==> config.mk <==
export PLATFORM = sky130hd
export DESIGN_NAME = calendar_date_duration_adder
export DESIGN_NICKNAME = d
export VERILOG_FILES = /design/src/rtl/cdda_pkg.sv /design/src/rtl/calendar_date_duration_adder.sv /design/src/rtl/cdda_prep.sv /design/src/rtl/cdda_cell.sv
export SDC_FILE = /design/constraint.sdc
export NUM_CORES = 2
export LEC_CHECK = 0
export ABC_AREA = 1
export BUFFER_PORTS_ARGS = -buffer_cell sky130_fd_sc_hd__buf_2
export CAP_MARGIN = 20
export CORE_MARGIN = 8
export CORE_UTILIZATION = 41
export CTS_CLUSTER_DIAMETER = 40
export DETAILED_ROUTE_END_ITERATION = 10
export HOLD_SLACK_MARGIN = 0.03
export SYNTH_ARGS = -nofsm -noshare
export SYNTH_HDL_FRONTEND = slang
export SYNTH_HIERARCHICAL = 1
export SYNTH_SLANG_ARGS = --single-unit
==> constraint.sdc <==
create_clock -name clock -period 14.9 [get_ports clock]
set_clock_uncertainty 0.15 [all_clocks]
set_input_delay 0 -clock clock [delete_from_list [all_inputs] [get_ports clock]]
set_output_delay 0 -clock clock [all_outputs]
set_load 0.02 [all_outputs]
==> src/rtl/cdda_pkg.sv <==
`timescale 1ns / 1ps
package cdda_pkg;

   // Normalization row: one month step per cell
   localparam int NUM_CELLS   = 40;
   localparam int PREP_STAGES = 3;
   localparam int LATENCY     = PREP_STAGES + NUM_CELLS;

   localparam logic [9:0] MAX_DUR_DAYS = 10'd1023;

   // year / 400 by reciprocal: floor(year * 5243 / 2^21), exact below 2^15
   localparam int          RECIP_SHIFT  = 21;
   localparam logic [12:0] YEAR_RECIP   = 13'd5243;
   localparam logic [14:0] LEAP_CYCLE   = 15'd400;
   localparam logic [8:0]  LEAP_LAST    = 9'd399;
   localparam logic [8:0]  CENTURY_1    = 9'd100;
   localparam logic [8:0]  CENTURY_2    = 9'd200;
   localparam logic [8:0]  CENTURY_3    = 9'd300;

   localparam logic [3:0] MONTH_JAN = 4'd1;
   localparam logic [3:0] MONTH_FEB = 4'd2;
   localparam logic [3:0] MONTH_APR = 4'd4;
   localparam logic [3:0] MONTH_JUN = 4'd6;
   localparam logic [3:0] MONTH_SEP = 4'd9;
   localparam logic [3:0] MONTH_NOV = 4'd11;
   localparam logic [3:0] MONTH_DEC = 4'd12;
   localparam logic [3:0] MONTHS_PER_YEAR = 4'd12;

   localparam logic [6:0] MINUTES_PER_HOUR = 7'd60;
   localparam logic [6:0] HOURS_PER_DAY    = 7'd24;

   localparam logic [4:0] DAYS_LONG  = 5'd31;
   localparam logic [4:0] DAYS_SHORT = 5'd30;
   localparam logic [4:0] DAYS_LEAP  = 5'd29;
   localparam logic [4:0] DAYS_FEB   = 5'd28;

   typedef struct packed {
      logic [5:0]  minute;
      logic [4:0]  hour;
      logic [10:0] day;
      logic [3:0]  month;
      logic [14:0] year;
      logic [8:0]  year_mod400;
   } cdda_item_type;

   function automatic logic is_leap(input logic [8:0] year_mod400);
      is_leap = (year_mod400[1:0] == 2'd0) && (year_mod400 != CENTURY_1) &&
                (year_mod400 != CENTURY_2) && (year_mod400 != CENTURY_3);
   endfunction

   function automatic logic [4:0] month_len(input logic [3:0] month, input logic leap);
      logic [4:0] len;
      len = DAYS_LONG;
      unique case (month)
         MONTH_FEB: len = leap ? DAYS_LEAP : DAYS_FEB;
         MONTH_APR, MONTH_JUN, MONTH_SEP, MONTH_NOV: len = DAYS_SHORT;
         default: len = DAYS_LONG;
      endcase
      month_len = len;
   endfunction

endpackage

==> src/rtl/calendar_date_duration_adder.sv <==
`timescale 1ns / 1ps
// Adds a duration (minutes, hours, days, months, years) to a start date and time.
// A transaction is taken whenever start is high; busy stays low, so one transaction
// can enter every cycle. Each result is marked by rsp_strobe for one cycle,
// and must be captured then since the receiver cannot stall it. The pipeline
// is three setup stages (carry chain, year mod 400 by reciprocal multiply,
// remainder) plus a row of 40 cells, each of which subtracts at most one month
// length from the day total.
module calendar_date_duration_adder import cdda_pkg::*; (
   input  logic          clock,
   input  logic          reset,
   input  logic          start,
   output logic          busy,
   input  logic [5:0]    req_start_minute,
   input  logic [4:0]    req_start_hour,
   input  logic [4:0]    req_start_day,
   input  logic [3:0]    req_start_month,
   input  logic [13:0]   req_start_year,
   input  logic [5:0]    req_dur_minutes,
   input  logic [4:0]    req_dur_hours,
   input  logic [9:0]    req_dur_days,
   input  logic [3:0]    req_dur_months,
   input  logic [6:0]    req_dur_years,
   output logic          rsp_strobe,
   output logic [5:0]    rsp_end_minute,
   output logic [4:0]    rsp_end_hour,
   output logic [4:0]    rsp_end_day,
   output logic [3:0]    rsp_end_month,
   output logic [13:0]   rsp_end_year
);

   logic          chain_valid [NUM_CELLS+1];
   cdda_item_type chain_item  [NUM_CELLS+1];

   assign busy = 1'b0;

   cdda_prep u_prep (
      .clock        (clock),
      .reset        (reset),
      .in_valid     (start),
      .start_minute (req_start_minute),
      .start_hour   (req_start_hour),
      .start_day    (req_start_day),
      .start_month  (req_start_month),
      .start_year   (req_start_year),
      .dur_minutes  (req_dur_minutes),
      .dur_hours    (req_dur_hours),
      .dur_days     (req_dur_days),
      .dur_months   (req_dur_months),
      .dur_years    (req_dur_years),
      .out_valid    (chain_valid[0]),
      .out_item     (chain_item[0])
   );

   for (genvar i = 0; i < NUM_CELLS; i++) begin : g_cell
      cdda_cell u_cell (
         .clock    (clock),
         .reset    (reset),
         .up_valid (chain_valid[i]),
         .up_item  (chain_item[i]),
         .dn_valid (chain_valid[i+1]),
         .dn_item  (chain_item[i+1])
      );
   end

   assign rsp_strobe     = chain_valid[NUM_CELLS];
   assign rsp_end_minute = chain_item[NUM_CELLS].minute;
   assign rsp_end_hour   = chain_item[NUM_CELLS].hour;
   assign rsp_end_day    = chain_item[NUM_CELLS].day[4:0];
   assign rsp_end_month  = chain_item[NUM_CELLS].month;
   assign rsp_end_year   = chain_item[NUM_CELLS].year[13:0];

endmodule

==> src/rtl/cdda_prep.sv <==
`timescale 1ns / 1ps
module cdda_prep import cdda_pkg::*; (
   input  logic          clock,
   input  logic          reset,
   input  logic          in_valid,
   input  logic [5:0]    start_minute,
   input  logic [4:0]    start_hour,
   input  logic [4:0]    start_day,
   input  logic [3:0]    start_month,
   input  logic [13:0]   start_year,
   input  logic [5:0]    dur_minutes,
   input  logic [4:0]    dur_hours,
   input  logic [9:0]    dur_days,
   input  logic [3:0]    dur_months,
   input  logic [6:0]    dur_years,
   output logic          out_valid,
   output cdda_item_type out_item
);

   logic [9:0]    days_sat;
   logic [6:0]    msum;
   logic [6:0]    hsum;
   logic [6:0]    mrem;
   logic [6:0]    hrem;
   logic [1:0]    mcarry;
   logic [1:0]    hcarry;
   logic [10:0]   day_sum;
   logic [4:0]    mon_sum;
   logic [4:0]    mon_wrap;
   logic [1:0]    ycarry;
   cdda_item_type a_in;

   logic          a_valid_ff;
   cdda_item_type a_item_ff;
   logic          b_valid_ff;
   cdda_item_type b_item_ff;
   logic [6:0]    b_quot_ff;
   logic          c_valid_ff;
   cdda_item_type c_item_ff;
   cdda_item_type c_in;

   logic [27:0]   prod;
   logic [14:0]   cycles_years;
   logic [14:0]   year_rem;

   // Stage A: carry chain and month wrap
   always_comb begin
      days_sat = (dur_days > MAX_DUR_DAYS) ? MAX_DUR_DAYS : dur_days;
      msum = 7'(start_minute) + 7'(dur_minutes);
      if (msum >= 7'(2 * MINUTES_PER_HOUR)) begin
         mrem = msum - 7'(2 * MINUTES_PER_HOUR);
         mcarry = 2'd2;
      end else if (msum >= MINUTES_PER_HOUR) begin
         mrem = msum - MINUTES_PER_HOUR;
         mcarry = 2'd1;
      end else begin
         mrem = msum;
         mcarry = 2'd0;
      end
      hsum = 7'(start_hour) + 7'(dur_hours) + 7'(mcarry);
      if (hsum >= 7'(2 * HOURS_PER_DAY)) begin
         hrem = hsum - 7'(2 * HOURS_PER_DAY);
         hcarry = 2'd2;
      end else if (hsum >= HOURS_PER_DAY) begin
         hrem = hsum - HOURS_PER_DAY;
         hcarry = 2'd1;
      end else begin
         hrem = hsum;
         hcarry = 2'd0;
      end
      day_sum = 11'(start_day) + 11'(days_sat) + 11'(hcarry);
      mon_sum = 5'(start_month) + 5'(dur_months);
      if (mon_sum > 5'(2 * MONTHS_PER_YEAR)) begin
         mon_wrap = mon_sum - 5'(2 * MONTHS_PER_YEAR);
         ycarry = 2'd2;
      end else if (mon_sum > 5'(MONTHS_PER_YEAR)) begin
         mon_wrap = mon_sum - 5'(MONTHS_PER_YEAR);
         ycarry = 2'd1;
      end else begin
         mon_wrap = mon_sum;
         ycarry = 2'd0;
      end
      a_in.minute = mrem[5:0];
      a_in.hour = hrem[4:0];
      a_in.day = (day_sum == 11'd0) ? 11'd1 : day_sum;
      a_in.month = (mon_wrap == 5'd0) ? MONTH_JAN : mon_wrap[3:0];
      a_in.year = 15'(start_year) + 15'(dur_years) + 15'(ycarry);
      a_in.year_mod400 = 9'd0;
   end

   assign prod = 28'(a_item_ff.year) * 28'(YEAR_RECIP);
   assign cycles_years = 15'(b_quot_ff) * LEAP_CYCLE;
   assign year_rem = b_item_ff.year - cycles_years;

   always_comb begin
      c_in = b_item_ff;
      c_in.year_mod400 = year_rem[8:0];
   end

   always_ff @(posedge clock) begin
      if (reset) begin
         a_valid_ff <= 1'b0;
         b_valid_ff <= 1'b0;
         c_valid_ff <= 1'b0;
      end else begin
         a_valid_ff <= in_valid;
         b_valid_ff <= a_valid_ff;
         c_valid_ff <= b_valid_ff;
      end
   end

   // Stage B registers the quotient, stage C the remainder year mod 400
   always_ff @(posedge clock) begin
      a_item_ff <= a_in;
      b_item_ff <= a_item_ff;
      b_quot_ff <= prod[RECIP_SHIFT +: 7];
      c_item_ff <= c_in;
   end

   assign out_valid = c_valid_ff;
   assign out_item  = c_item_ff;

endmodule

==> src/rtl/cdda_cell.sv <==
`timescale 1ns / 1ps
module cdda_cell import cdda_pkg::*; (
   input  logic          clock,
   input  logic          reset,
   input  logic          up_valid,
   input  cdda_item_type up_item,
   output logic          dn_valid,
   output cdda_item_type dn_item
);

   logic          valid_ff;
   cdda_item_type item_ff;
   cdda_item_type item_in;
   logic [4:0]    len;

   assign len = month_len(up_item.month, is_leap(up_item.year_mod400));

   // Peel one month off the day total when it does not fit
   always_comb begin
      item_in = up_item;
      if (up_item.day > 11'(len)) begin
         item_in.day = up_item.day - 11'(len);
         if (up_item.month >= MONTH_DEC) begin
            item_in.month = MONTH_JAN;
            item_in.year = up_item.year + 15'd1;
            item_in.year_mod400 = (up_item.year_mod400 == LEAP_LAST) ? 9'd0 :
                                  up_item.year_mod400 + 9'd1;
         end else begin
            item_in.month = up_item.month + 4'd1;
         end
      end
   end

   always_ff @(posedge clock) begin
      if (reset) begin
         valid_ff <= 1'b0;
      end else begin
         valid_ff <= up_valid;
      end
   end

   always_ff @(posedge clock) begin
      item_ff <= item_in;
   end

   assign dn_valid = valid_ff;
   assign dn_item  = item_ff;

endmodule

==> results.py <==
metrics = {
    "grt": {
        "grt_pass1_vias": 76500,
        "grt_first_pass_wirelength_mm": 351,
        "overflow": 0,
        "grt_antenna_before_repair": 2,
        "grt_max_degree": 43,
        "gr-usage-all-layers_pct": 15.5,
    },
    "logic_synthesis": {
        "synthCells": 13300,
        "syn_area_per_cell_sq_um": 7.51,
        "synth_nets": 14000,
        "ys_warn_count": 6,
        "netlist_area_sq_mm": 0.100,
    },
    "critical_path": {
        "critical_path.startpoint_type": "primary input",
        "cp_slowest_cell": "dlygate4sd3_1",
        "cp.required_ps": 15640,
        "worst_setup_path_end_kind": "flip-flop",
        "path_max_fanout": 5,
        "cp.arrival_ps": 10500,
        "path_common_cell": "nand2_1",
        "crit_type": "in2reg",
        "max_stage_delay_ps": 610,
    },
    "drt": {
        "drt-pass1-iter-count": 8,
        "routed_wire_length_per_instance_um": 11.8,
        "drt_iter0_markers": 3821,
        "antenna_left": 0,
        "num_vias": 79700,
        "drt-vias-per-instance": 4.62,
        "drc_errors": 0,
        "wl_mm": 203,
    },
    "die": {
        "ioPinCount": 105,
        "fp.dieW_um": 510,
        "die_area_sq_mm": 0.260,
        "die_y_um": 510,
        "start_util_pct": 41.2,
        "core_sq_mm": 0.243,
        "rows": 181,
    },
    "timing": {
        "final.hold.worst_slack_ps": 109,
        "post-route-period-util_pct": 65.5,
        "setup_viol": 0,
        "slew_headroom_pct": 48.7,
        "fin_ws_ps": 5140,
        "finalCriticalPeriod_ps": 9760,
        "rsz0062_at_grt": "false",
        "setup_tns_ps": 0,
        "hold_violations": 0,
        "max_freq_mhz": 102,
        "finalMaxSlewViolations": 0,
        "max_slew.worst_pin.slew_ps": 767,
    },
    "cells_and_area": {
        "nets": 14500,
        "area_delta_synth_final_pct": 17.4,
        "drive_gt1_share_pct": 8.40,
        "multiInputGateArea_sq_mm": 0.0490,
        "final_area_sq_mm": 0.118,
        "final_common_cell": "nand2_1",
        "fillers": 23800,
        "final_cell_mix": "nand2_1, dfxtp_1, inv_1",
        "regArea_sq_mm": 0.0424,
    },
    "power": {
        "power_mw": 28.9,
        "powerDensity_mw_per_mm2": 246,
        "ir_worst_vdd_mv": 0.252,
        "leakage_nw": 56.0,
    },
    "placed_design": {
        "pre_cts_slack_ps": 8630,
        "io_buffers": 103,
        "placedInstanceArea_sq_mm": 0.103,
        "hpwl_mm": 150,
        "gp_congestion": 0.828,
    },
    "clock_network": {
        "cts_tree": "built",
        "htree_levels": 5,
        "clock_sinks": 2119,
        "clk_latency_ps": 940,
        "cts_setup_buffers": 0,
        "root_buffer": "clkbuf_16",
        "clk_pin_slew_ps": 60,
        "cts_buffers": 355,
        "clk_path_buf_depth": 4,
    },
    "run_status": {
        "outcome": "finished, final reports clean",
    },
    "worst_hold_path": {
        "worstHoldPathType": "in2reg",
    },
    "job": {
        "drv_cap": 0,
    },
}
==> repair_timing <==
| action | in CTS | in global routing |
|---|---|---|
| resized for setup | 0 | 0 |
| endpoints found under the hold margin | 84 | 0 |
| hold buffers | 181 | 0 |
==> routing by layer <==
layer | GRT usage [%] | vias up | wire length, um | share of wire (%)
met3 | 2.55 | 421 | 7120 | 3.5
li1 | - | 42700 | - | -
met4 | 4.78 | 2 | 5380 | 2.6
met2 | 27.6 | 1102 | 97100 | 48
met5 | 0 | - | 11 | 0.0054
met1 | 19.0 | 35500 | 93700 | 46
==> stage by stage <==
step	instances	util, %
after global placement	16400	42.6
after CTS	17300	48.4
after global routing	17300	48.4
final	17300	48.4
after detailed placement	16400	42.6
after floorplan	13300	-
==> area by class of cell <==
| cell class | instances | share of cell area, % |
|---|---|---|
| diodes | 2 | 0.00426 |
| clock buffers | 407 | 8.04 |
| clock inverters | 229 | 2.46 |
| inverters | 1969 | 6.32 |
| multi-input cells | 9041 | 41.7 |
| flip-flops and latches | 2119 | 36.1 |
| well taps | 3202 | 3.41 |
| repair buffers | 285 | 1.99 |
==> worst paths after layout <==
path | from | endpoint | slack [ps] | cells past startpoint
worst min-delay path | req_start_hour[1] | u_prep/a_item_ff[41]$_DFF_P_ | 110 | 6
worst max register to register | u_prep/a_item_ff[16]$_DFF_P_ | u_prep/b_quot_ff[4]$_DFF_P_ | 10470 | 17
worst min register to register | g_cell[33].u_cell/dn_item[45]$_DFF_P_ | g_cell[34].u_cell/dn_item[45]$_DFF_P_ | 120 | 0
worst max-delay path | req_dur_minutes[0] | u_prep/a_item_ff[28]$_SDFF_PN1_ | 5140 | 46
==> sequential cells by signal, summed over array words and instances, names as in the netlist <==
signal	count
g_cell.u_cell/dn_valid	40
u_prep/out_item	45
u_prep/a_item_ff	41
u_prep/b_item_ff	40
u_prep/out_valid	1
u_prep/b_quot_ff	5
u_prep/b_valid_ff	1
u_prep/a_valid_ff	1
g_cell.u_cell/dn_item	1945
==> worst max-delay path: cells and delay by family <==
| family | cells | cell delay, ps |
|---|---|---|
| AO/OA/AOI/OAI | 3 | 770 |
| XOR/XNOR | 1 | 130 |
| adder cells (fa/ha/maj) | 9 | 2530 |
| buffers and inverters | 18 | 5870 |
| AND/OR/NAND/NOR | 15 | 1200 |
==> where the power goes <==
group          total [mW]  switching [mW]  internal (mW)
Clock                8.26            2.90           5.37
Combinational        10.5            6.42           4.03
Sequential           10.2            2.02           8.16
Note: power is estimated with default switching activity, not from simulation.
